### config.mk
export PLATFORM = sky130hd
export DESIGN_NAME = csv_byte_tokenizer
export DESIGN_NICKNAME = d
export VERILOG_FILES = /design/src/rtl/core/csvt_pkg.sv /design/src/rtl/core/csvt_front.sv /design/src/rtl/core/csvt_queue.sv /design/src/rtl/core/csvt_back.sv /design/src/rtl/core/csv_byte_tokenizer.sv
export SDC_FILE = /design/constraint.sdc
export NUM_CORES = 1
export LEC_CHECK = 0
export ABC_CLOCK_PERIOD_IN_PS = 3100
export BUFFER_PORTS_ARGS = -buffer_cell sky130_fd_sc_hd__buf_4
export CELL_PAD_IN_SITES_DETAIL_PLACEMENT = 2
export CELL_PAD_IN_SITES_GLOBAL_PLACEMENT = 2
export CORE_AREA = 2 2 137 72
export DETAILED_ROUTE_END_ITERATION = 12
export DIE_AREA = 0 0 139 74
export GPL_ROUTABILITY_DRIVEN = 0
export GPL_TIMING_DRIVEN = 0
export PLACE_DENSITY_LB_ADDON = 0.1
export SLEW_MARGIN = 20
export SYNTH_ARGS = -nofsm -noshare
export SYNTH_HDL_FRONTEND = slang
export SYNTH_SLANG_ARGS = --single-unit
### constraint.sdc
create_clock -name clock -period 3.1 [get_ports clock]
set_clock_uncertainty 0.1 [all_clocks]
set_input_delay 0 -clock clock [delete_from_list [all_inputs] [get_ports clock]]
set_output_delay 0 -clock clock [all_outputs]
set_load 0.02 [all_outputs]
### src/rtl/core/csvt_pkg.sv
`default_nettype none
// ----------------------------------------------------------------------------
// csvt_pkg
// Shared types and constants of the delimited-record byte tokenizer.
// ----------------------------------------------------------------------------
package csvt_pkg;

   // Fixed control characters that end a record.
   localparam logic [7:0] CHAR_LF = 8'h0A;
   localparam logic [7:0] CHAR_CR = 8'h0D;

   // Reset values of the configuration registers.
   localparam logic [7:0] DELIMITER_RESET = 8'd44;
   localparam logic [7:0] QUOTE_RESET     = 8'd34;

   // Configuration register indexes.
   localparam int CSR_INDEX_W = 2;
   localparam logic [CSR_INDEX_W-1:0] CSR_DELIMITER = 2'd0;
   localparam logic [CSR_INDEX_W-1:0] CSR_QUOTE     = 2'd1;

   // Request command codes.
   localparam logic CMD_DATA = 1'b0;
   localparam logic CMD_END  = 1'b1;

   // Depth of the token queue between front and back.
   localparam int QUEUE_DEPTH = 4;
   localparam int QUEUE_PTR_W = (QUEUE_DEPTH > 1) ? $clog2(QUEUE_DEPTH) : 1;
   localparam int QUEUE_CNT_W = $clog2(QUEUE_DEPTH + 1);

   // Kind of a response token.
   typedef enum logic [2:0] {
      KIND_CONTENT    = 3'd0,
      KIND_FIELD      = 3'd1,
      KIND_RECORD     = 3'd2,
      KIND_CLEAN_END  = 3'd3,
      KIND_INCOMPLETE = 3'd4
   } kind_type;

   // Quoting state, one-hot.
   typedef enum logic [2:0] {
      MODE_OUT  = 3'b001,
      MODE_IN   = 3'b010,
      MODE_HELD = 3'b100
   } quote_mode_type;

   // One response token.
   typedef struct packed {
      kind_type   kind;
      logic [7:0] data;
   } token_type;

   // Queue status seen by the front and the back.
   typedef struct packed {
      logic full;
      logic empty;
   } queue_status_type;

endpackage : csvt_pkg
`default_nettype wire

### src/rtl/core/csvt_front.sv
`default_nettype none
// ----------------------------------------------------------------------------
// csvt_front
// Accepts request bytes, runs the quoting state machine and produces at most
// one token per request. Also holds the configuration registers.
// ----------------------------------------------------------------------------
module csvt_front (
   input  wire logic                            clock,
   input  wire logic                            reset,
   input  wire logic                            csr_valid,
   input  wire logic [csvt_pkg::CSR_INDEX_W-1:0] csr_index,
   input  wire logic [7:0]                      csr_data,
   input  wire logic                            req_tvalid,
   output logic                                 req_tready,
   input  wire logic                            req_cmd,
   input  wire logic [7:0]                      req_byte,
   input  csvt_pkg::queue_status_type           q_status,
   output logic                                 push,
   output csvt_pkg::token_type                  push_token
);
   import csvt_pkg::*;

   logic [7:0]     delimiter_ff, delimiter_in;
   logic [7:0]     quote_ff, quote_in;
   quote_mode_type mode_ff, mode_in;
   logic           field_empty_ff, field_empty_in;
   logic           record_open_ff, record_open_in;
   logic           after_cr_ff, after_cr_in;

   logic           accept;
   logic           emit;
   logic           do_outside;
   token_type      token;

   // A request is taken only when the queue has room for its token.
   assign req_tready = !q_status.full;
   assign accept     = req_tvalid && req_tready;
   assign push       = accept && emit;
   assign push_token = token;

   // Configuration writes; indexes outside the list are ignored.
   always_comb begin
      delimiter_in = delimiter_ff;
      quote_in     = quote_ff;
      if (csr_valid) begin
         if (csr_index == CSR_DELIMITER) begin
            delimiter_in = csr_data;
         end else if (csr_index == CSR_QUOTE) begin
            quote_in = csr_data;
         end
      end
   end

   // Classify the byte and compute the next parser state.
   always_comb begin
      mode_in        = mode_ff;
      field_empty_in = field_empty_ff;
      record_open_in = record_open_ff;
      after_cr_in    = after_cr_ff;
      emit           = 1'b0;
      do_outside     = 1'b0;
      token.kind     = KIND_CONTENT;
      token.data     = 8'd0;

      if (req_cmd == CMD_END) begin
         // Stream end reports whether a record was left open, then clears.
         emit           = 1'b1;
         token.kind     = record_open_ff ? KIND_INCOMPLETE : KIND_CLEAN_END;
         mode_in        = MODE_OUT;
         field_empty_in = 1'b1;
         record_open_in = 1'b0;
         after_cr_in    = 1'b0;
      end else begin
         after_cr_in = 1'b0;
         case (mode_ff)
            MODE_IN: begin
               if (req_byte == quote_ff) begin
                  mode_in = MODE_HELD;
               end else begin
                  field_empty_in = 1'b0;
                  emit           = 1'b1;
                  token.data     = req_byte;
               end
            end
            MODE_HELD: begin
               if (req_byte == quote_ff) begin
                  // A doubled quote is a literal quote.
                  mode_in        = MODE_IN;
                  field_empty_in = 1'b0;
                  emit           = 1'b1;
                  token.data     = req_byte;
               end else begin
                  mode_in    = MODE_OUT;
                  do_outside = 1'b1;
               end
            end
            default: begin
               mode_in = MODE_OUT;
               // The LF of a CRLF pair is swallowed.
               do_outside = !(after_cr_ff && (req_byte == CHAR_LF));
            end
         endcase

         // Handling of a byte outside quotes; the quote test comes first.
         if (do_outside) begin
            if ((req_byte == quote_ff) && field_empty_ff) begin
               mode_in        = MODE_IN;
               record_open_in = 1'b1;
            end else if (req_byte == delimiter_ff) begin
               field_empty_in = 1'b1;
               record_open_in = 1'b1;
               emit           = 1'b1;
               token.kind     = KIND_FIELD;
            end else if ((req_byte == CHAR_LF) || (req_byte == CHAR_CR)) begin
               mode_in        = MODE_OUT;
               field_empty_in = 1'b1;
               record_open_in = 1'b0;
               after_cr_in    = (req_byte == CHAR_CR);
               emit           = 1'b1;
               token.kind     = KIND_RECORD;
            end else begin
               field_empty_in = 1'b0;
               record_open_in = 1'b1;
               emit           = 1'b1;
               token.data     = req_byte;
            end
         end
      end
   end

   // State registers; parser state moves only on an accepted request.
   always_ff @(posedge clock) begin
      if (reset) begin
         delimiter_ff   <= DELIMITER_RESET;
         quote_ff       <= QUOTE_RESET;
         mode_ff        <= MODE_OUT;
         field_empty_ff <= 1'b1;
         record_open_ff <= 1'b0;
         after_cr_ff    <= 1'b0;
      end else begin
         delimiter_ff <= delimiter_in;
         quote_ff     <= quote_in;
         if (accept) begin
            mode_ff        <= mode_in;
            field_empty_ff <= field_empty_in;
            record_open_ff <= record_open_in;
            after_cr_ff    <= after_cr_in;
         end
      end
   end

endmodule : csvt_front
`default_nettype wire

### src/rtl/core/csvt_queue.sv
`default_nettype none
// ----------------------------------------------------------------------------
// csvt_queue
// Short token queue that decouples the front from the back.
// ----------------------------------------------------------------------------
module csvt_queue (
   input  wire logic                  clock,
   input  wire logic                  reset,
   input  wire logic                  push,
   input  csvt_pkg::token_type        push_token,
   input  wire logic                  pop,
   output csvt_pkg::token_type        pop_token,
   output csvt_pkg::queue_status_type status
);
   import csvt_pkg::*;

   token_type                mem_ff [QUEUE_DEPTH];
   logic [QUEUE_PTR_W-1:0]   wr_ptr_ff, wr_ptr_in;
   logic [QUEUE_PTR_W-1:0]   rd_ptr_ff, rd_ptr_in;
   logic [QUEUE_CNT_W-1:0]   count_ff, count_in;

   localparam logic [QUEUE_PTR_W-1:0] PTR_LAST = QUEUE_PTR_W'(QUEUE_DEPTH - 1);
   localparam logic [QUEUE_CNT_W-1:0] CNT_FULL = QUEUE_CNT_W'(QUEUE_DEPTH);

   assign status.full  = (count_ff == CNT_FULL);
   assign status.empty = (count_ff == '0);
   assign pop_token    = mem_ff[rd_ptr_ff];

   // Pointer and fill count updates.
   always_comb begin
      wr_ptr_in = wr_ptr_ff;
      rd_ptr_in = rd_ptr_ff;
      count_in  = count_ff;
      if (push) begin
         wr_ptr_in = (wr_ptr_ff == PTR_LAST) ? '0 : wr_ptr_ff + 1'b1;
      end
      if (pop) begin
         rd_ptr_in = (rd_ptr_ff == PTR_LAST) ? '0 : rd_ptr_ff + 1'b1;
      end
      if (push && !pop) begin
         count_in = count_ff + 1'b1;
      end else if (pop && !push) begin
         count_in = count_ff - 1'b1;
      end
   end

   always_ff @(posedge clock) begin
      if (reset) begin
         wr_ptr_ff <= '0;
         rd_ptr_ff <= '0;
         count_ff  <= '0;
      end else begin
         wr_ptr_ff <= wr_ptr_in;
         rd_ptr_ff <= rd_ptr_in;
         count_ff  <= count_in;
      end
   end

   // Token storage needs no reset.
   always_ff @(posedge clock) begin
      if (push) begin
         mem_ff[wr_ptr_ff] <= push_token;
      end
   end

   // The front never writes into a full queue.
   assert property (@(posedge clock) disable iff (reset) push |-> !status.full)
      else $error("token pushed into a full queue");

   // The back never reads from an empty queue.
   assert property (@(posedge clock) disable iff (reset) pop |-> !status.empty)
      else $error("token popped from an empty queue");

   // The fill count tracks the pushes and pops.
   assert property (@(posedge clock) disable iff (reset)
      !$past(reset) |-> count_ff == QUEUE_CNT_W'($past(count_ff)
         + QUEUE_CNT_W'($past(push)) - QUEUE_CNT_W'($past(pop))))
      else $error("queue fill count out of step");

   // Read and write pointers agree with the fill count.
   assert property (@(posedge clock) disable iff (reset)
      (status.empty || status.full) |-> wr_ptr_ff == rd_ptr_ff)
      else $error("queue pointers disagree with fill count");

endmodule : csvt_queue
`default_nettype wire

### src/rtl/core/csvt_back.sv
`default_nettype none
// ----------------------------------------------------------------------------
// csvt_back
// Output register that takes tokens from the queue and presents them on the
// response channel.
// ----------------------------------------------------------------------------
module csvt_back (
   input  wire logic                  clock,
   input  wire logic                  reset,
   input  csvt_pkg::queue_status_type q_status,
   input  csvt_pkg::token_type        pop_token,
   output logic                       pop,
   output logic                       rsp_tvalid,
   input  wire logic                  rsp_tready,
   output logic [2:0]                 rsp_kind,
   output logic [7:0]                 rsp_byte
);
   import csvt_pkg::*;

   logic      valid_ff, valid_in;
   token_type token_ff;

   // Load a new token from a non-empty queue whenever the output stage is empty or being taken.
   assign pop = !q_status.empty && (!valid_ff || rsp_tready);

   always_comb begin
      valid_in = valid_ff;
      if (pop) begin
         valid_in = 1'b1;
      end else if (rsp_tready) begin
         valid_in = 1'b0;
      end
   end

   always_ff @(posedge clock) begin
      if (reset) begin
         valid_ff <= 1'b0;
      end else begin
         valid_ff <= valid_in;
      end
   end

   always_ff @(posedge clock) begin
      if (pop) begin
         token_ff <= pop_token;
      end
   end

   assign rsp_tvalid = valid_ff;
   assign rsp_kind   = token_ff.kind;
   assign rsp_byte   = token_ff.data;

endmodule : csvt_back
`default_nettype wire

### src/rtl/core/csv_byte_tokenizer.sv
`default_nettype none
// ----------------------------------------------------------------------------
// csv_byte_tokenizer
// Streaming tokenizer for delimited records, one byte per request.
// ----------------------------------------------------------------------------
// The block takes one request per clock cycle while req_tready is high and
// gives at most one response per request, in order: content bytes, field ends,
// record ends and a stream end that tells a clean end from an unfinished
// record. The quoting state machine updates on each accepted request, so a new
// request can follow every cycle. A response passes from the front into a
// four-entry token queue, then the output register. Requests that produce no
// response (quotes, the LF of a CRLF) still need room in the queue. When the
// response side stalls, the queue absorbs up to four tokens before req_tready
// drops. The user writes delimiter and quote characters through the csr port
// while the block is idle, which is not enforced; csr_ready is always high.
// ----------------------------------------------------------------------------
module csv_byte_tokenizer (
   input  wire logic                            clock,
   input  wire logic                            reset,
   // Configuration write channel.
   input  wire logic                            csr_valid,
   output logic                                 csr_ready,
   input  wire logic [csvt_pkg::CSR_INDEX_W-1:0] csr_index,
   input  wire logic [7:0]                      csr_data,
   // Request channel.
   input  wire logic                            req_tvalid,
   output logic                                 req_tready,
   input  wire logic [7:0]                      req_tdata,  // [7:0] data_byte
   input  wire logic [0:0]                      req_tuser,  // [0] cmd
   // Response channel.
   output logic                                 rsp_tvalid,
   input  wire logic                            rsp_tready,
   output logic [7:0]                           rsp_tdata,  // [7:0] out_byte
   output logic [2:0]                           rsp_tuser   // [2:0] kind
);
   import csvt_pkg::*;

   queue_status_type q_status;
   logic             push;
   logic             pop;
   token_type        push_token;
   token_type        pop_token;

   assign csr_ready = 1'b1;

   // Front: configuration and quoting state machine.
   csvt_front u_front (
      .clock      (clock),
      .reset      (reset),
      .csr_valid  (csr_valid),
      .csr_index  (csr_index),
      .csr_data   (csr_data),
      .req_tvalid (req_tvalid),
      .req_tready (req_tready),
      .req_cmd    (req_tuser[0]),
      .req_byte   (req_tdata),
      .q_status   (q_status),
      .push       (push),
      .push_token (push_token)
   );

   // Token queue between the two halves.
   csvt_queue u_queue (
      .clock      (clock),
      .reset      (reset),
      .push       (push),
      .push_token (push_token),
      .pop        (pop),
      .pop_token  (pop_token),
      .status     (q_status)
   );

   // Back: response output register.
   csvt_back u_back (
      .clock      (clock),
      .reset      (reset),
      .q_status   (q_status),
      .pop_token  (pop_token),
      .pop        (pop),
      .rsp_tvalid (rsp_tvalid),
      .rsp_tready (rsp_tready),
      .rsp_kind   (rsp_tuser),
      .rsp_byte   (rsp_tdata)
   );

endmodule : csv_byte_tokenizer
`default_nettype wire
==> metrics, run 1 <==
Worst-Skew Late Latency=0.35 ns; grt ovf=0; Seq. cell area=2250 sq um; CTS Buf Count=9; H-tree Lvls=3; post-synthesis instance total=267; final hold vios=0; nets@finish=364; Worst setup EP type=flip-flop; area grow syn2layout=26.1%; final core utilization=50.7%; CP Data Required Time=3.28 ns; vias per cell=5.25; post-route ant nets=0; Pleak=1.73 nW; residual DRC count=0; Cell Count, Final, Fillers Out=459; Iteration-0 DRC Markers=150; CP max FO=5; status=completed; vias in the first global route=2,696; FMAX=0.336 GHz; die area=10,300 sq um; reg2reg setup slack=0.12 ns; fin. max-slew vios=0; initial antenna violation count=0; Post-DP Area=4090 sq um; Peak VDD IR=407 uV; placeable core area=9130 sq um; Global Route Usage Sum=21.8%; Placed Cells=423; syn_area_per_cell=13.7 sq um; CTS Buffer Depth=2; Final Cycle Share=96.1%; multi-input gate area in the final layout=1410 sq um; PortBufs=35; vias=2,411; largest net degree at the start of global routing=17; count of max-cap constraint violations=0; Pwr Density=755 nW/um^2; main combinational cell family by area after synthesis=simple AND/OR/NAND/NOR gates; Synth Area in Compound Gates=6.54%; Worst Hold Class=in -> reg; DP Wirelength=7380 microns; Synth Net Count=298; row cnt=25; first-pass GRT wire length=16,200 microns; ys async rst share=0%; kind of critical path=reg -> reg; WHS=0.0269 ns; Worst-Margin Slew=0.887 ns; cell area after synthesis=3670 sq um; hold depth=2; post-synthesis register bit count=85; Synth Area in XOR/XNOR=4.29%; Post-Route WL=10,600 microns; worst r2r path cells=12; Critical Path AT=3.16 ns; share of cells above drive strength 1=23.7%; top_reg_cell synth=edfxtp_1; antenna cells=0; Synth Area in Adders=2.59%; WL/cell=23.1 microns; cell area after layout=4630 sq um; clk sinks=85; number of flops mapped to enable cells by yosys=55; Final setup viols=0; multiplexer share of the synthesized area=10.9%; Post-Synth Simple-Gate Area=12.3%; relative slew slack=40.9%; filler cell count=887; Worst Hold Path EP=u_queue.mem_ff[3][2]$_DFFE_PP_; final worst slack=0.122 ns; I/O pin count=38; Initial Utilization=40.2%; Netlist cell types=46; total power draw=3.50 mW; startpoint types=flip-flop; DIE HEIGHT=74 microns; Clk Tree Root Cell=clkbuf_16; register area share after synthesis=61.3%; setup_tns=0 ns; number of synthesis warnings=0; worst flop-to-flop path startpoint=u_front.quote_ff[4]$_SDFFE_PP0P_; worst reg2reg path endpoint=u_queue.count_ff[2]$_SDFFE_PP0P_; fin crit period=2.98 ns; CTS tree=done; Pre-Repair DR Iteration Count=4; chip width=139 microns; pre-CTS setup slack=-0.420 ns; HP Start=req_tdata[2]; clk slew on worst S/H paths=0.08 ns
-- cells in the final DEF (no fill, tap or decap), drive strengths merged, types with 4 or more instances in the layout --
cell,count
a211o,5
a21oi,11
and2,15
buf,41
clkbuf,14
dfxtp,30
dlygate4sd3,18
edfxtp,55
ha,6
inv,12
mux2i,14
mux4,11
nand2,7
nand2b,4
nand3b,4
nor2,24
nor4,5
o21ai,5
xor2,18
-- cell type report --
type / count / area share, %
Inverter: 9 / 0.730
Clock buffer: 9 / 4.86
Clock inverter: 7 / 1.24
Timing Repair Buffer: 55 / 9.89
Sequential cell: 85 / 48.6
Multi-Input combinational cell: 164 / 30.5
Tap cell: 121 / 3.27
Buffer: 9 / 0.838
-- how the worst max path moves through the flow --
stage | from | to | slack, ns | depth (start not counted)
after global routing | u_front.quote_ff[4]$_SDFFE_PP0P_ | u_queue.count_ff[2]$_SDFFE_PP0P_ | -0.03 | 12
after floorplan | u_front.mode_ff[1]$_SDFFE_PP0P_ | u_queue.count_ff[2]$_SDFFE_PP0P_ | 0.29 | 10
final | u_front.quote_ff[4]$_SDFFE_PP0P_ | u_queue.count_ff[2]$_SDFFE_PP0P_ | 0.12 | 12
after global placement | u_front.mode_ff[1]$_SDFFE_PP0P_ | u_queue.count_ff[2]$_SDFFE_PP0P_ | -0.31 | 10
after CTS | u_front.quote_ff[5]$_SDFFE_PP1P_ | u_queue.count_ff[2]$_SDFFE_PP0P_ | 0.008 | 11
after detailed placement | u_front.mode_ff[1]$_SDFFE_PP0P_ | u_queue.count_ff[2]$_SDFFE_PP0P_ | -0.42 | 10
-- metal layers --
layer,track usage (%),vias up,routed length [microns]
met5,0,-,0
met2,36.6,53,5010
met3,6.25,8,563
met1,29.3,1237,4940
li1,-,1113,-
met4,4.15,0,87
-- state kept, by name, summed over array words and instances (netlist names) --
register,count
u_back.rsp_byte,8
u_back.rsp_tvalid,1
u_queue.count_ff,3
u_queue.wr_ptr_ff,2
u_front.mode_ff,3
u_front.record_open_ff,1
u_front.field_empty_ff,1
u_back.rsp_kind,3
u_front.quote_ff,8
u_queue.rd_ptr_ff,2
u_queue.mem_ff,44
u_front.after_cr_ff,1
u_front.delimiter_ff,8
-- timing repair --
action	4_1_cts	5_1_grt
setup endpoints to repair	34	2
buffers inserted	0	2
hold endpoints to repair	26	0
hold buffers	18	0
gates resized for setup	6	4
cloned	0	0
pin swaps	0	3
-- kinds of logic (layout without fill, tap and decap cells) --
family,Yosys count,in the layout
AO/OA/AOI/OAI,34,34
XOR/XNOR,18,18
adder cells (fa/ha/maj),7,7
buffers and inverters,18,89
flip-flops,85,85
multiplexers,26,26
other,1,1
AND/OR/NAND/NOR,78,78
-- report_power, final --
group / total, mW / internal (mW) / switching (mW)
Clock: 1.05 / 0.555 / 0.496
Combinational: 0.902 / 0.392 / 0.510
Sequential: 1.54 / 1.44 / 0.101
-- synth_stat cells (5+ instances only) --
cell / number / area, sq um
inv_1: 9 / 33.8
o21ai_0: 5 / 25.0
mux4_2: 11 / 248
a21oi_1: 11 / 55.1
nand2_1: 7 / 26.3
nor2_1: 24 / 90.1
a211o_1: 5 / 43.8
ha_1: 6 / 75.1
edfxtp_1: 55 / 1650
mux2i_1: 14 / 140
dfxtp_1: 30 / 601
and2_1: 14 / 87.6
xor2_1: 18 / 158
-- critical path, stage by stage (launching register included) --
cell and delay (ns):
dfxtp_1 0.36, xor2_2 0.20, nor4_4 0.29, buf_4 0.20, nand3_2 0.17, a2111oi_4 0.45
nor2_4 0.11, ha_1 0.24, inv_1 0.08, fa_1 0.18, xor2_1 0.07, or3_1 0.30
a21oi_1 0.14
Power figures use the tool's default switching activity.
==> run 2: changes to the inputs <==
--- a/config.mk
+++ b/config.mk
@@ -5,15 +5,16 @@
 export SDC_FILE = /design/constraint.sdc
 export NUM_CORES = 1
 export LEC_CHECK = 0
+export ABC_AREA = 1
 export ABC_CLOCK_PERIOD_IN_PS = 3100
 export BUFFER_PORTS_ARGS = -buffer_cell sky130_fd_sc_hd__buf_4
 export CELL_PAD_IN_SITES_DETAIL_PLACEMENT = 2
 export CELL_PAD_IN_SITES_GLOBAL_PLACEMENT = 2
-export CORE_AREA = 2 2 137 72
+export CORE_AREA = 2 2 147 77
+export CTS_CLUSTER_SIZE = 20
 export DETAILED_ROUTE_END_ITERATION = 12
-export DIE_AREA = 0 0 139 74
+export DIE_AREA = 0 0 149 79
 export GPL_ROUTABILITY_DRIVEN = 0
-export GPL_TIMING_DRIVEN = 0
 export PLACE_DENSITY_LB_ADDON = 0.1
 export SLEW_MARGIN = 20
 export SYNTH_ARGS = -nofsm -noshare
==> metrics, run 2 <==
Global Route Usage Sum=22.3% (+0.49 points); placeable core area=10,600 sq um (+16%); H-tree Lvls=3 (unchanged); row cnt=27 (+8.0%); CP max FO=6 (+1); initial antenna violation count=0 (unchanged); CTS Buf Count=9 (unchanged); cell area after synthesis=3790 sq um (+3.2%); top cells by count, synth=nor2_1 (63), nand2_1 (62), edfxtp_1 (55); share of cells above drive strength 1=18.6% (-5.0 points); Worst Hold Class=in -> reg; Largest delay share family, worst path=simple AND/OR/NAND/NOR gates; PortBufs=36 (+2.9%); die area=11,800 sq um (+14%); register name with the most flops=u_queue.mem_ff; commonest non-fill, non-tap cells in the layout=nor2_1 (63), nand2_1 (60), edfxtp_1 (55), buf_4 (44), o21ai_0 (41); CP cell instances=dlygate4sd3_1 > buf_4 > inv_1 > nand2_1 > nor3_2 > nand3_1 > nand2_1 > nand2_4 > nand2_2 > nand2_4 > nand2_2 > inv_1 > ha_1 > inv_1 > fa_1 > o21ai_0 > a21oi_1; post-route ant nets=0 (unchanged); vias per cell=5.07 (-3.4%); synth top area cells=edfxtp_1 (44%), dfxtp_1 (16%), nor2_1 (6.2%); Worst-Margin Slew=0.749 ns (-0.138 ns); post-synthesis instance total=393 (+47%); post-synthesis register bit count=85 (unchanged); commonest non-fill, non-tap cell in the layout=nor2_1; final hold vios=0 (unchanged); Final Cycle Share=93.7% (-2.4 points); multi-input gate area in the final layout=1370 sq um (-3.3%); Netlist cell types=35 (-24%); chip width=149 microns (+7.2%); worst reg2reg path endpoint=u_queue.count_ff[2]$_SDFFE_PP0P_; Worst Hold Path EP=u_queue.mem_ff[2][0]$_DFFE_PP_; final core utilization=44.7% (-6.0 points); number of flops mapped to enable cells by yosys=55 (unchanged); worst r2r path cells=16 (+4); Critical Path AT=3.04 ns (-0.12 ns); number of synthesis warnings=0 (unchanged); grt ovf=0 (unchanged); clk slew on worst S/H paths=0.07 ns (about the same); relative slew slack=50.0% (+9.1 points); total power draw=3.84 mW (+9.7%); WL/cell=20.2 microns (-12%); residual DRC count=0 (unchanged); CTS Buffer Depth=2 (unchanged); Initial Utilization=35.7% (-4.5 points); most common cell in the netlist=nor2_1; FMAX=0.344 GHz (+2.6%); RSZ-0062 raised after global routing=no; setup_tns=0 ns (unchanged); Iteration-0 DRC Markers=186 (+24%); CTS tree=done; hold depth=3 (+1); max reg flops=44 (unchanged); vias in the first global route=3,360 (+25%); nets@finish=482 (+32%); HP Start=req_tdata[0]; filler cell count=1,147 (+29%); ys async rst share=0% (unchanged); Crit path top cell by count=inv_1; I/O pin count=38 (unchanged); syn_area_per_cell=9.64 sq um (-30%); top_reg_cell synth=edfxtp_1; CP Data Required Time=3.24 ns (-0.04 ns); Clk Tree Root Cell=clkbuf_16; largest net degree at the start of global routing=26 (+9); Pre-Repair DR Iteration Count=5 (+1); Post-CTS Setup Inserts=0 (unchanged); Slowest-stage cell, CP=dlygate4sd3_1; Synth Net Count=424 (+42%); Pwr Density=810 nW/um^2 (+7.3%); worst flop-to-flop path startpoint=u_front.quote_ff[6]$_SDFFE_PP0P_; kind of critical path=in -> reg; Worst-Skew Late Latency=0.35 ns (about the same); antenna cells=0 (unchanged); Worst setup EP type=flip-flop; fin crit period=2.90 ns (-0.0741 ns); Pleak=1.91 nW (+11%); CP Buf/Inv Count=5 (+3); status=completed; Synth top area share=43.6% (-1.4 points); startpoint types=input pin; Final setup viols=0 (unchanged); crit-path max cell delay=0.53 ns (+0.08 ns); Peak VDD IR=314 uV (-23%); reg2reg setup slack=0.27 ns (+0.15 ns); Setup crit start=req_tdata[5]; Seq. cell area=2250 sq um (unchanged); register area share after synthesis=59.4% (-1.9 points); area grow syn2layout=25.0%; vias=3,050 (+27%); count of max-cap constraint violations=0 (unchanged); first-pass GRT wire length=19,200 microns (+19%); clk sinks=85 (unchanged); DIE HEIGHT=79 microns (+6.8%); cell taking the most area after synthesis=edfxtp_1; Post-Route WL=12,200 microns (+15%); fin. max-slew vios=0 (unchanged); DP Wirelength=8720 microns (+18%)
[run 2: tightest hold or removal path, cell delays in order]
cell and delay (ns):
buf_4 0.14, nand2_1 0.07, nor2_1 0.08
[run 2: repair_timing]
action,CTS,global route
hold buffers,14,0
resized for setup,0,4
endpoints found under the hold margin,25,0
endpoints found under the setup margin,0,2
[run 2: report_power, final]
group / switching [mW] / internal (mW)
logic: 0.712 / 0.354
registers: 0.101 / 1.46
clock network: 0.495 / 0.719
[run 2: per-layer routing]
layer / vias to the layer above / wire length (microns) / track usage (%)
li1: 1438 / - / -
met1: 1536 / 5900 / 30.7
met3: 12 / 553 / 4.83
met2: 64 / 5520 / 36.3
met5: - / 0 / 0
met4: 0 / 186 / 5.43
[run 2: cell type report]
type	count	share of cell area [%]
inverters	36	2.85
multi-input cells	261	28.9
repair buffers	58	9.93
flip-flops and latches	85	47.5
clock buffers	9	4.75
clock inverters	7	2.22
well taps	145	3.83
[run 2: stage by stage]
step	cell area, sq um	setup WS [ns]	hold WS [ns]	cells
2_1_floorplan	3790	0.613	-0.0376	393
3_3_place_gp	4250	0.482	0.113	571
3_5_place_dp	4250	0.242	0.120	571
4_1_cts	4720	0.200	0.00211	601
5_1_grt	4740	0.00272	0.0111	601
6_report	4740	0.196	0.0168	601
[run 2: worst max-delay path by stage]
stage	to	cells after the start	slack, ns
2_1_floorplan	u_queue.count_ff[1]$_SDFFE_PP0P_	8	0.61
3_3_place_gp	u_queue.count_ff[2]$_SDFFE_PP0P_	16	0.48
3_5_place_dp	u_queue.count_ff[2]$_SDFFE_PP0P_	16	0.24
4_1_cts	u_queue.count_ff[2]$_SDFFE_PP0P_	16	0.20
5_1_grt	u_queue.count_ff[2]$_SDFFE_PP0P_	18	0.003
6_report	u_queue.count_ff[1]$_SDFFE_PP0P_	17	0.20
[run 2: kinds of logic (layout without fill, tap and decap cells)]
kind of cell	after synthesis	after routing	share of synthesized area, %
AO/OA/AOI/OAI	73	73	10.4
XOR/XNOR	11	11	2.54
adder cells (fa/ha/maj)	7	7	2.51
buffers and inverters	47	110	4.89
flip-flops	85	85	59.4
other	1	1	0.0989
AND/OR/NAND/NOR	169	169	20.1
==> run 3: changes to the inputs <==
--- a/config.mk
+++ b/config.mk
@@ -10,10 +10,10 @@
 export BUFFER_PORTS_ARGS = -buffer_cell sky130_fd_sc_hd__buf_4
 export CELL_PAD_IN_SITES_DETAIL_PLACEMENT = 2
 export CELL_PAD_IN_SITES_GLOBAL_PLACEMENT = 2
-export CORE_AREA = 2 2 147 77
+export CORE_AREA = 2 2 105 107
 export CTS_CLUSTER_SIZE = 20
 export DETAILED_ROUTE_END_ITERATION = 12
-export DIE_AREA = 0 0 149 79
+export DIE_AREA = 0 0 107 109
 export GPL_ROUTABILITY_DRIVEN = 0
 export PLACE_DENSITY_LB_ADDON = 0.1
 export SLEW_MARGIN = 20
==> metrics, run 3 (same netlist as run 2, synthesis figures left out) <==
final worst slack=0.448 ns (+0.251 ns); Clk Tree Root Cell=clkbuf_8; vias=2,922 (-4.2%); Pleak=1.87 nW (-2.3%); worst r2r path cells=19 (+3); register name with the most flops=u_queue.mem_ff; DIE HEIGHT=109 microns (+38%); vias in the first global route=3,254 (-3.2%); pre-CTS setup slack=0.445 ns (+0.203 ns); clk sinks=85 (unchanged); Iteration-0 DRC Markers=71 (-62%); CTS Buf Count=9 (unchanged); Critical Path AT=2.80 ns (-0.24 ns); antenna cells=0 (unchanged); final hold vios=0 (unchanged); commonest non-fill, non-tap cells in the layout=nor2_1 (63), nand2_1 (62), edfxtp_1 (55), buf_4 (43), o21ai_0 (41); CTS Buffer Depth=2 (unchanged); I/O pin count=38 (unchanged); Post-Route WL=9950 microns (-18%); H-tree Lvls=3 (unchanged); CP Data Required Time=3.25 ns (about the same); WHS=0.0282 ns (+0.0114 ns); Global Route Usage Sum=18.8% (-3.5 points); Worst-Margin Slew=0.905 ns (+0.156 ns); largest net degree at the start of global routing=26 (unchanged); nets@finish=489 (+1.5%); FMAX=0.377 GHz (+9.5%); Post-CTS Setup Inserts=0 (unchanged); Worst-Skew Late Latency=0.37 ns (+0.02 ns); count of max-cap constraint violations=0 (unchanged); worst flop-to-flop path startpoint=u_front.quote_ff[4]$_SDFFE_PP0P_; clk slew on worst S/H paths=0.09 ns (+0.02 ns); area grow syn2layout=22.9%; commonest non-fill, non-tap cell in the layout=nor2_1; hold depth=3 (unchanged); vias per cell=4.85 (-4.5%); Worst Hold Class=in -> reg; Worst setup EP type=flip-flop; CTS tree=done; kind of critical path=reg -> reg; Pre-Repair DR Iteration Count=4 (-1); Final Cycle Share=85.6% (-8.1 points); worst reg2reg path endpoint=u_queue.count_ff[2]$_SDFFE_PP0P_; fin crit period=2.65 ns (-0.251 ns); Final setup viols=0 (unchanged); Post-DP Area=4240 sq um (-0.32%); total power draw=3.35 mW (-13%); CTS resizes=0 (unchanged); placeable core area=10,600 sq um (about the same); Pwr Density=719 nW/um^2 (-11%); die area=11,700 sq um (-0.92%); relative slew slack=39.4% (-11 points); CP max FO=6 (unchanged); chip width=107 microns (-28%); Peak VDD IR=296 uV (-5.8%); RSZ-0062 raised after global routing=no; reg2reg setup slack=0.45 ns (+0.18 ns); setup_tns=0 ns (unchanged); PortBufs=36 (unchanged); Worst Hold Path EP=u_queue.mem_ff[0][2]$_DFFE_PP_; fin. max-slew vios=0 (unchanged); grt ovf=0 (unchanged); HP Start=req_tdata[2]; status=completed; cell area after layout=4660 sq um (-1.7%); startpoint types=flip-flop; share of cells above drive strength 1=17.5% (-1.1 points); initial antenna violation count=0 (unchanged); DP Wirelength=7240 microns (-17%); Initial Utilization=35.7% (about the same); first-pass GRT wire length=16,400 microns (-15%); post-route ant nets=0 (unchanged); max reg flops=44 (unchanged); residual DRC count=0 (unchanged); WL/cell=16.5 microns (-18%); row cnt=38 (+41%)
[run 3: cell count changes in the layout (fill, tap and decap cells not counted), sizes merged]
cell,previous run,this run
clkinvlp,1,2
bufinv,2,1
buf,44,43
inv,38,37
clkbuf,9,10
dlygate4sd3,14,22
[run 3: worst max path at each step]
stage                                                start                               end
final                     u_front.quote_ff[4]$_SDFFE_PP0P_  u_queue.count_ff[2]$_SDFFE_PP0P_
after detailed placement  u_front.quote_ff[4]$_SDFFE_PP0P_  u_queue.count_ff[2]$_SDFFE_PP0P_
after global routing      u_front.quote_ff[5]$_SDFFE_PP1P_  u_queue.count_ff[2]$_SDFFE_PP0P_
after CTS                 u_front.quote_ff[6]$_SDFFE_PP0P_  u_queue.count_ff[2]$_SDFFE_PP0P_
after global placement    u_front.quote_ff[6]$_SDFFE_PP0P_  u_queue.count_ff[2]$_SDFFE_PP0P_
after floorplan           u_queue.count_ff[0]$_SDFFE_PP0P_  u_queue.count_ff[1]$_SDFFE_PP0P_
[run 3: power breakdown]
part	switching (mW)	leakage (nW)	internal [mW]
Sequential	0.0698	0.766	1.45
Clock	0.432	0.0935	0.380
Combinational	0.653	1.01	0.359
[run 3: cell type report]
type	instances	area, sq um
clock buffers	10	128
clock inverters	6	71.3
fillers	1152	5950
inverters	36	135
multi-input cells	261	1350
flip-flops and latches	85	2250
well taps	140	175
repair buffers	65	543
[run 3: worst max-delay path, cell delays in order (launching register included)]
cell	delay [ns]
dfxtp_1	0.35
inv_1	0.06
nand2_1	0.05
nand2_1	0.05
nand2_1	0.11
nor2_2	0.07
nand2_2	0.09
nand2_2	0.05
nand2_2	0.13
nand2_2	0.10
nand2_4	0.10
nand2_2	0.09
inv_1	0.07
ha_1	0.14
inv_1	0.07
fa_1	0.43
a21oi_1	0.14
o21ai_0	0.11
o21ai_0	0.16
a21oi_1	0.05
[run 3: what timing repair did]
item,in CTS,in global routing
endpoints found under the setup margin,0,0
hold endpoints to repair,60,0
hold buffers,22,0
[run 3: per-layer routing]
metal / wire [microns] / part of all wire, % / global-route usage, %
met3: 180 / 1.8 / 2.51
met2: 5420 / 54 / 36.5
met4: 138 / 1.4 / 7.79
met1: 4210 / 42 / 20.5
met5: 0 / 0 / 0
[run 3: through the flow]
step	instances	util [%]
6_report	603	43.9
5_1_grt	603	43.9
4_1_cts	603	43.9
3_5_place_dp	565	40.0
3_3_place_gp	565	40.0
2_1_floorplan	393	-
